$ cat src/sv/fbgm_pkg.sv
// ----------------------------------------------------------------------------
// fbgm_pkg
// Shared widths, constants and request structs for the frame brightness
// glyph match core.
// ----------------------------------------------------------------------------
package fbgm_pkg;

  localparam int VOCAB_ENTRIES    = 128;
  localparam int MAX_FRAME_PIXELS = 4096;
  localparam int GRAY_LEVELS      = 256;

  localparam int PIX_W    = $clog2(GRAY_LEVELS);
  localparam int VOCAB_AW = $clog2(VOCAB_ENTRIES);
  localparam int VOCAB_CW = $clog2(VOCAB_ENTRIES + 1);
  localparam int COUNT_W  = $clog2(MAX_FRAME_PIXELS + 1);
  localparam int SUM_W    = 20;
  localparam int DIST_W   = PIX_W + 1;
  localparam int STEP_W   = $clog2(PIX_W);

  typedef struct packed {
    logic               go;
    logic [SUM_W-1:0]   dividend;
    logic [COUNT_W-1:0] divisor;
  } div_req_t;

  typedef struct packed {
    logic             done;
    logic [PIX_W-1:0] quotient;
  } div_rsp_t;

  typedef struct packed {
    logic                go;
    logic [PIX_W-1:0]    target;
    logic [VOCAB_CW-1:0] limit;
  } srch_req_t;

  typedef struct packed {
    logic             done;
    logic [PIX_W-1:0] symbol;
  } srch_rsp_t;

  typedef struct packed {
    logic                en;
    logic [VOCAB_AW-1:0] addr;
    logic [PIX_W-1:0]    symbol;
    logic [PIX_W-1:0]    level;
  } tbl_wr_t;

endpackage

$ cat src/sv/fbgm_divider.sv
// ----------------------------------------------------------------------------
// fbgm_divider
// Restoring divider, one quotient bit per cycle, for the frame average.
// ----------------------------------------------------------------------------
module fbgm_divider (
  input  logic               clk,
  input  logic               rst,
  input  fbgm_pkg::div_req_t req,
  output fbgm_pkg::div_rsp_t rsp
);

  // quotient is known to stay below the gray range, so only PIX_W steps run
  logic                         active;
  logic [fbgm_pkg::STEP_W-1:0]  step;
  logic [fbgm_pkg::SUM_W-1:0]   rem;
  logic [fbgm_pkg::SUM_W-1:0]   dsh;
  logic [fbgm_pkg::PIX_W-1:0]   quot;
  logic                         fits;
  logic [fbgm_pkg::PIX_W-1:0]   quot_next;
  logic                         done_q;
  logic [fbgm_pkg::PIX_W-1:0]   quot_q;

  assign fits      = rem >= dsh;
  assign quot_next = {quot[fbgm_pkg::PIX_W-2:0], fits};
  assign rsp       = {done_q, quot_q};

  always_ff @(posedge clk) begin
    if (rst) begin
      active <= 1'b0;
      done_q <= 1'b0;
    end else begin
      done_q <= 1'b0;
      if (req.go) begin
        active <= 1'b1;
        step   <= fbgm_pkg::STEP_W'(fbgm_pkg::PIX_W - 1);
      end else if (active) begin
        step <= step - 1'b1;
        if (step == '0) begin
          active <= 1'b0;
          done_q <= 1'b1;
        end
      end
    end
  end

  always_ff @(posedge clk) begin
    if (req.go) begin
      rem  <= req.dividend;
      dsh  <= fbgm_pkg::SUM_W'(req.divisor) << (fbgm_pkg::PIX_W - 1);
      quot <= '0;
    end else if (active) begin
      if (fits) begin
        rem <= rem - dsh;
      end
      dsh  <= dsh >> 1;
      quot <= quot_next;
      if (step == '0) begin
        quot_q <= quot_next;
      end
    end
  end

endmodule

$ cat src/sv/fbgm_search.sv
// ----------------------------------------------------------------------------
// fbgm_search
// Vocabulary table memory and a sequential nearest-brightness search.
// ----------------------------------------------------------------------------
module fbgm_search (
  input  logic                clk,
  input  logic                rst,
  input  fbgm_pkg::srch_req_t req,
  input  fbgm_pkg::tbl_wr_t   wr,
  output fbgm_pkg::srch_rsp_t rsp
);

  logic [2*fbgm_pkg::PIX_W-1:0] mem [fbgm_pkg::VOCAB_ENTRIES];
  logic [2*fbgm_pkg::PIX_W-1:0] rd_data;

  logic                          active;
  logic [fbgm_pkg::VOCAB_CW-1:0] issue;
  logic [fbgm_pkg::VOCAB_CW-1:0] issue_inc;
  logic [fbgm_pkg::VOCAB_CW-1:0] limit;
  logic [fbgm_pkg::PIX_W-1:0]    target;
  logic                          rd_valid;
  logic                          rd_last;
  logic [fbgm_pkg::DIST_W-1:0]   best_dist;
  logic [fbgm_pkg::PIX_W-1:0]    best_sym;
  logic                          done_q;
  logic [fbgm_pkg::PIX_W-1:0]    sym_q;

  logic [fbgm_pkg::PIX_W-1:0]    rd_sym;
  logic [fbgm_pkg::PIX_W-1:0]    rd_level;
  logic [fbgm_pkg::PIX_W-1:0]    gap;
  logic                          better;
  logic [fbgm_pkg::PIX_W-1:0]    best_sym_next;

  assign issue_inc = issue + 1'b1;
  assign rd_sym    = rd_data[2*fbgm_pkg::PIX_W-1:fbgm_pkg::PIX_W];
  assign rd_level  = rd_data[fbgm_pkg::PIX_W-1:0];
  assign rsp       = {done_q, sym_q};

  always_comb begin
    gap           = (target >= rd_level) ? (target - rd_level) : (rd_level - target);
    better        = fbgm_pkg::DIST_W'(gap) < best_dist;
    best_sym_next = (rd_valid && better) ? rd_sym : best_sym;
  end

  always_ff @(posedge clk) begin
    if (wr.en) begin
      mem[wr.addr] <= {wr.symbol, wr.level};
    end
    if (active) begin
      rd_data <= mem[issue[fbgm_pkg::VOCAB_AW-1:0]];
    end
  end

  always_ff @(posedge clk) begin
    if (rst) begin
      active   <= 1'b0;
      rd_valid <= 1'b0;
      rd_last  <= 1'b0;
      done_q   <= 1'b0;
    end else begin
      rd_valid <= active && !req.go;
      done_q   <= rd_valid && rd_last;
      if (req.go) begin
        active <= 1'b1;
        issue  <= '0;
      end else if (active) begin
        issue   <= issue_inc;
        rd_last <= issue_inc == limit;
        if (issue_inc == limit) begin
          active <= 1'b0;
        end
      end
    end
  end

  // only a strictly closer entry replaces the best, so ties keep the lower index
  always_ff @(posedge clk) begin
    if (req.go) begin
      limit     <= req.limit;
      target    <= req.target;
      best_dist <= fbgm_pkg::DIST_W'(fbgm_pkg::GRAY_LEVELS);
    end else if (rd_valid && better) begin
      best_dist <= fbgm_pkg::DIST_W'(gap);
    end
    best_sym <= best_sym_next;
    if (rd_valid && rd_last) begin
      sym_q <= best_sym_next;
    end
  end

endmodule

$ cat src/sv/frame_brightness_glyph_match_core.sv
// ----------------------------------------------------------------------------
// frame_brightness_glyph_match_core
// Accumulates frame pixels, divides for the average and finds the glyph
// whose brightness is nearest to it.
// ----------------------------------------------------------------------------
//  channel  | ports                                            | handshake
//  request  | mode pixel last_pixel entry_index entry_symbol   | start & !busy
//           | entry_brightness                                 |
//  result   | symbol frame_average                             | done, one cycle
//  config   | wr_data (vocab_count)                            | wr_en
//
// a table write or a pixel that does not end the frame leaves busy low
// a last pixel keeps busy high through the bit-serial divider, the search start,
// one table read per searched entry (limit, being vocab_count held to 1..128)
// and the registering and hand-back of the result
// reset clears the sums, the sequencer and vocab_count to 1; the table is not
// cleared; the receiver cannot stall, so a result is never held back
// ----------------------------------------------------------------------------
module frame_brightness_glyph_match_core (
  input  logic                          clk,
  input  logic                          rst,
  input  logic                          start,
  output logic                          busy,
  input  logic                          mode,
  input  logic [7:0]                    pixel,
  input  logic                          last_pixel,
  input  logic [6:0]                    entry_index,
  input  logic [7:0]                    entry_symbol,
  input  logic [7:0]                    entry_brightness,
  input  logic                          wr_en,
  input  logic [7:0]                    wr_data,
  output logic                          done,
  output logic [7:0]                    symbol,
  output logic [7:0]                    frame_average
);

  typedef enum logic [2:0] {
    ST_IDLE   = 3'b001,
    ST_DIV    = 3'b010,
    ST_SEARCH = 3'b100
  } state_t;

  state_t                        state;
  state_t                        state_next;
  logic [7:0]                    vocab_count;
  logic [fbgm_pkg::SUM_W-1:0]    pixel_sum;
  logic [fbgm_pkg::COUNT_W-1:0]  pixel_count;
  logic [fbgm_pkg::SUM_W-1:0]    pixel_sum_next;
  logic [fbgm_pkg::COUNT_W-1:0]  pixel_count_next;
  logic                          accept;
  logic [fbgm_pkg::VOCAB_CW-1:0] limit;

  fbgm_pkg::div_req_t  div_req;
  fbgm_pkg::div_rsp_t  div_rsp;
  fbgm_pkg::srch_req_t srch_req;
  fbgm_pkg::srch_rsp_t srch_rsp;
  fbgm_pkg::tbl_wr_t   tbl_wr;

  assign busy   = state != ST_IDLE;
  assign accept = start && !busy;

  always_comb begin
    pixel_sum_next   = pixel_sum;
    pixel_count_next = pixel_count;
    if (32'(pixel_count) < fbgm_pkg::MAX_FRAME_PIXELS) begin
      pixel_sum_next   = pixel_sum + fbgm_pkg::SUM_W'(pixel);
      pixel_count_next = pixel_count + 1'b1;
    end
  end

  always_comb begin
    if (vocab_count == '0) begin
      limit = fbgm_pkg::VOCAB_CW'(1);
    end else if (32'(vocab_count) > fbgm_pkg::VOCAB_ENTRIES) begin
      limit = fbgm_pkg::VOCAB_CW'(fbgm_pkg::VOCAB_ENTRIES);
    end else begin
      limit = fbgm_pkg::VOCAB_CW'(vocab_count);
    end
  end

  always_comb begin
    div_req.go       = accept && !mode && last_pixel;
    div_req.dividend = pixel_sum_next;
    div_req.divisor  = pixel_count_next;

    srch_req.go     = (state == ST_DIV) && div_rsp.done;
    srch_req.target = div_rsp.quotient;
    srch_req.limit  = limit;

    tbl_wr.en     = accept && mode && (32'(entry_index) < fbgm_pkg::VOCAB_ENTRIES);
    tbl_wr.addr   = fbgm_pkg::VOCAB_AW'(entry_index);
    tbl_wr.symbol = entry_symbol;
    tbl_wr.level  = entry_brightness;
  end

  always_comb begin
    state_next = state;
    unique case (state)
      ST_IDLE: begin
        if (div_req.go) begin
          state_next = ST_DIV;
        end
      end
      ST_DIV: begin
        if (div_rsp.done) begin
          state_next = ST_SEARCH;
        end
      end
      ST_SEARCH: begin
        if (srch_rsp.done) begin
          state_next = ST_IDLE;
        end
      end
      default: state_next = ST_IDLE;
    endcase
  end

  always_ff @(posedge clk) begin
    if (rst) begin
      state       <= ST_IDLE;
      vocab_count <= 8'd1;
      pixel_sum   <= '0;
      pixel_count <= '0;
    end else begin
      state <= state_next;
      if (wr_en) begin
        vocab_count <= wr_data;
      end
      if (accept && !mode) begin
        // the frame restarts once its last pixel has gone to the divider
        if (last_pixel) begin
          pixel_sum   <= '0;
          pixel_count <= '0;
        end else begin
          pixel_sum   <= pixel_sum_next;
          pixel_count <= pixel_count_next;
        end
      end
    end
  end

  always_ff @(posedge clk) begin
    if (srch_req.go) begin
      frame_average <= div_rsp.quotient;
    end
  end

  fbgm_divider u_divider (
    .clk (clk),
    .rst (rst),
    .req (div_req),
    .rsp (div_rsp)
  );

  fbgm_search u_search (
    .clk (clk),
    .rst (rst),
    .req (srch_req),
    .wr  (tbl_wr),
    .rsp (srch_rsp)
  );

  assign done   = srch_rsp.done;
  assign symbol = srch_rsp.symbol;

  // a result only comes out of a running search
  a_done_busy: assert property (@(posedge clk) disable iff (rst) done |-> busy)
    else $error("result strobe while idle");

  // the block frees itself right after delivering the result
  a_done_release: assert property (@(posedge clk) disable iff (rst) done |=> !busy)
    else $error("busy held after result");

  // only a last frame pixel starts the divide and search
  a_busy_cause: assert property (@(posedge clk) disable iff (rst)
    $rose(busy) |-> $past(start && !mode && last_pixel))
    else $error("busy raised without a last pixel request");

endmodule

$ cat config.mk
export PLATFORM = sky130hd
export DESIGN_NAME = frame_brightness_glyph_match_core
export DESIGN_NICKNAME = d
export VERILOG_FILES = /design/src/sv/fbgm_pkg.sv /design/src/sv/fbgm_divider.sv /design/src/sv/fbgm_search.sv /design/src/sv/frame_brightness_glyph_match_core.sv
export SDC_FILE = /design/constraint.sdc
export NUM_CORES = 2
export LEC_CHECK = 0
export BUFFER_PORTS_ARGS = -buffer_cell sky130_fd_sc_hd__buf_4
export CAP_MARGIN = 20
export CORE_AREA = 2 2 520 573
export DETAILED_ROUTE_END_ITERATION = 6
export DIE_AREA = 0 0 522 575
export SLEW_MARGIN = 20
export SYNTH_ARGS = -nofsm -noshare
export SYNTH_HDL_FRONTEND = slang
export SYNTH_SLANG_ARGS = --single-unit
$ cat constraint.sdc
create_clock -name clk -period 4.8 [get_ports clk]
set_input_delay 0.96 -clock clk [delete_from_list [all_inputs] [get_ports clk]]
set_output_delay 0.96 -clock clk [all_outputs]
set_load 0.05 [all_outputs]
==> impl_metrics.toml <==
[cells_and_area]
fillCellCount = 27484
area_growth_syn_to_layout_pct = 14.7
final_nets = 5103
stdcell_area_um2 = 101000
drive_above_1_share_pct = 19.5

[job]
drv_cap = 0

[routing]
firstDrtPassIters = 5
routed_wl_um = 224000
route.vias.total = 45528
drtAntennaViolNets = 0
wl_per_cell_um = 24.7
drtIter0Drc = 4901
route.detailed.drc = 0
viasPerCell = 5.02

[sta]
tightest_slew_ps = 1120
max-slew-margin-rel_pct = 25.6
drv_slew = 0
fin_crit_sh_pct = 86.0
period_needed_ps = 4130
report.final.setup_viol = 0
final_hold_viol_count = 0
rsz0062_at_grt = "no"
max_clock_freq_mhz = 242
skew_ps = 87.4
setup_tns_ps = 0

[worst_setup_path]
cp.arrival_ps = 4680
path_cells = "inv_1, ha_1, inv_1, fa_1, nand3_1, a31oi_1, nor2_1, mux2i_1, nand4_1, and2_1, ha_1, and4_1, o311ai_1, o211ai_1, a21oi_1, o21a_1, buf_4, mux2_1"
cpPeakStageDelay_ps = 420
crit_slowest_cell = "edfxtp_1"
cp-end-kind = "flop"
critical_path_required_ps = 5360
reg2regPathDepth = 18
crit_path_start_kind = "flop"
cp_max_fo = 8
crit_type = "flop to flop"

[synth]
synth_cell_type_count = 67
ys_seq_area_share_pct = 75.0
synthArstFlopShare_pct = 0
synth_fp_nets = 4822
netlist_area_um2 = 87900
synth_edf_count = 2140
synth_flop_cell = "edfxtp_1"
avgSynthCellArea_um2 = 18.6
ys_warn_count = 0
syn-instance-count = 4719
synth_seq_cells = 2221

[place]
hpwl_um = 140000
place_congestion = 0.863
place_area_um2 = 94400
io_buffers = 62

[pwr]
p_leak_uw = 0.0326
p_sw_share_pct = 20.2
seqPwrFrac_pct = 56.0
power_frac_comb_pct = 2.3
pwr-share-clk_pct = 41.6
intPower_uw = 30400
power_switching_uw = 7710
peakVddDrop_mv = 0.276
powerDensity_nw_per_um2 = 378

[cts]
cts_setup_buffers = 0
path_clk_slew_ps = 70
cts_root_buf = "clkbuf_16"
clock_latency_ps = 860
clock-sinks = 2221
h-tree-depth = 4
clk_path_buf_depth = 4
numCtsBuffers = 206
cts_resized = 0
cts_tree = "yes"
hold_buffers = 0

[worst_hold_path]
hp-class = "input pin to flop"
whs_path_depth = 3

[global_route]
grt_pass1_wl_um = 324000
grt.total_usage_pct = 14.6
antenna_found_initial = 11
grt_pass1_vias = 45000
grt_max_degree = 98
globalRouteOverflowTotal = 0

[floorplanning]
die_area_um2 = 300000
die_h_um = 575
die_w_um = 522
start_util_pct = 29.9
coreArea_um2 = 294000
rows = 209
ioPinCount = 63

[run_status]
status = "finished clean"
-- cells by family after synthesis --
kind of cell | synth area share [%]
simple gates | 3.91
compound gates | 4.07
xor+xnor | 0.628
mux | 13.9
fa+ha+maj | 0.860
buf+inv | 1.71
flops | 75.0
-- through the flow --
| stage | hold WS (ps) | utilization [%] | power [µW] | instances | setup slack [ps] |
|---|---|---|---|---|---|
| 3_3_place_gp | 411 | 32.1 | 22600 | 8695 | 580 |
| 5_1_grt | 353 | 34.3 | 39200 | 9063 | 334 |
| 6_report | 371 | 34.3 | 38100 | 9066 | 674 |
| 2_1_floorplan | 400 | - | 22200 | 4719 | 754 |
| 3_5_place_dp | 408 | 32.1 | 22700 | 8695 | 617 |
| 4_1_cts | 325 | 34.3 | 38400 | 9060 | 626 |
-- power groups by stage --
stage | registers, µW | logic, µW | clock network, µW
global route | 21400 | 974 | 16900
global placement | 21800 | 861 | 0
CTS | 21400 | 893 | 16200
floorplan | 21800 | 382 | 0
detailed placement | 21800 | 889 | 0
finish | 21400 | 888 | 15900
-- cell usage in the layout (no fill, tap or decap), drive strengths merged, types with 9 or more instances in the layout --
| master | instances |
|---|---|
| mux2 | 9 |
| clkinvlp | 13 |
| nand3b | 9 |
| nand4 | 44 |
| mux4 | 352 |
| and2 | 10 |
| a21oi | 144 |
| and3 | 15 |
| clkinv | 73 |
| a22oi | 217 |
| mux2i | 415 |
| a221oi | 18 |
| nand2 | 144 |
| nand3 | 171 |
| inv | 74 |
| clkbuf | 258 |
| buf | 335 |
| a22o | 16 |
| nor2b | 41 |
| xnor2 | 46 |
| a21o | 15 |
| o21ai | 56 |
| dfxtp | 81 |
| nor3 | 22 |
| xor2 | 17 |
| bufinv | 16 |
| nor2 | 250 |
| edfxtp | 2140 |
| ha | 54 |
-- state kept, by name, indices dropped and copies added (netlist names), 3 cells and up --
| name | cells |
|---|---|
| u_divider.rem | 20 |
| u_search.limit | 8 |
| u_divider.dsh | 20 |
| u_search.target | 8 |
| state | 3 |
| u_search.best_sym | 8 |
| u_divider.step | 3 |
| u_divider.quot | 7 |
| u_search.mem | 2048 |
| u_search.best_dist | 9 |
| u_search.issue | 8 |
| pixel_sum | 20 |
| u_search.sym_q | 8 |
| vocab_count | 8 |
| u_search.rd_data | 16 |
| pixel_count | 13 |
| u_divider.quot_q | 8 |
-- metal layers --
| layer | global-route usage [%] | wire length [µm] | vias up |
|---|---|---|---|
| met4 | 5.03 | 7920 | 10 |
| met3 | 1.91 | 13500 | 334 |
| li1 | - | - | 19580 |
| met5 | 0 | 69 | - |
| met2 | 23.8 | 108000 | 1573 |
| met1 | 19.9 | 95100 | 24031 |
-- area by class of cell --
class	instances	area (µm²)	area share [%]
diodes	6	15.0	0.0149
clock buffers	258	5410	5.37
clock inverters	107	1010	0.998
inverters	69	259	0.257
multi-input cells	2167	20600	20.4
flip-flops and latches	2221	65900	65.3
well taps	3903	4880	4.84
repair buffers	335	2780	2.76
-- final timing paths --
| check | from | to | slack, ps |
|---|---|---|---|
| worst max-delay path | u_search.target[0]$_DFFE_PP_ | u_search.sym_q[3]$_DFFE_PP_ | 670 |
| worst min register to register | u_divider.quot_q[0]$_DFFE_PP_ | u_search.target[0]$_DFFE_PP_ | 430 |
| worst min-delay path | wr_data[0] | vocab_count[0]$_SDFFE_PP1P_ | 370 |
| worst max register to register | u_search.target[0]$_DFFE_PP_ | u_search.sym_q[3]$_DFFE_PP_ | 670 |
-- synth_stat cells, types with 8 or more instances --
| master | instances | share of area [%] |
|---|---|---|
| buf_6 | 12 | 0.15 |
| nor2_1 | 250 | 1.1 |
| buf_4 | 24 | 0.20 |
| a22oi_1 | 217 | 1.9 |
| o21a_1 | 8 | 0.068 |
| nand4_1 | 44 | 0.31 |
| mux4_2 | 352 | 9.0 |
| a21o_1 | 15 | 0.13 |
| inv_1 | 69 | 0.29 |
| buf_1 | 20 | 0.085 |
| nand3b_1 | 9 | 0.077 |
| nand2b_1 | 8 | 0.057 |
| mux2_1 | 8 | 0.10 |
| dfxtp_1 | 81 | 1.8 |
| clkbuf_1 | 142 | 0.61 |
| o21ai_0 | 37 | 0.21 |
| a22o_1 | 16 | 0.16 |
| o21ai_1 | 19 | 0.11 |
| buf_2 | 64 | 0.36 |
| nor2b_1 | 41 | 0.29 |
| a21oi_1 | 144 | 0.82 |
| nand3_1 | 171 | 0.97 |
| ha_1 | 54 | 0.77 |
| nand2_1 | 144 | 0.61 |
| edfxtp_1 | 2140 | 73 |
| xor2_1 | 17 | 0.17 |
| nor3_1 | 21 | 0.12 |
| and3_1 | 15 | 0.11 |
| mux2i_1 | 415 | 4.7 |
| xnor2_1 | 46 | 0.46 |
| and2_1 | 10 | 0.071 |
| a221oi_1 | 18 | 0.18 |
-- critical path: cells and delay by family (launching register included) --
kind	cells	cell delay, ps
compound gates	5	710
buf+inv	3	330
mux	2	640
fa+ha+maj	3	810
flops	1	420
simple gates	5	960
Note: power is estimated with default switching activity, not from simulation.
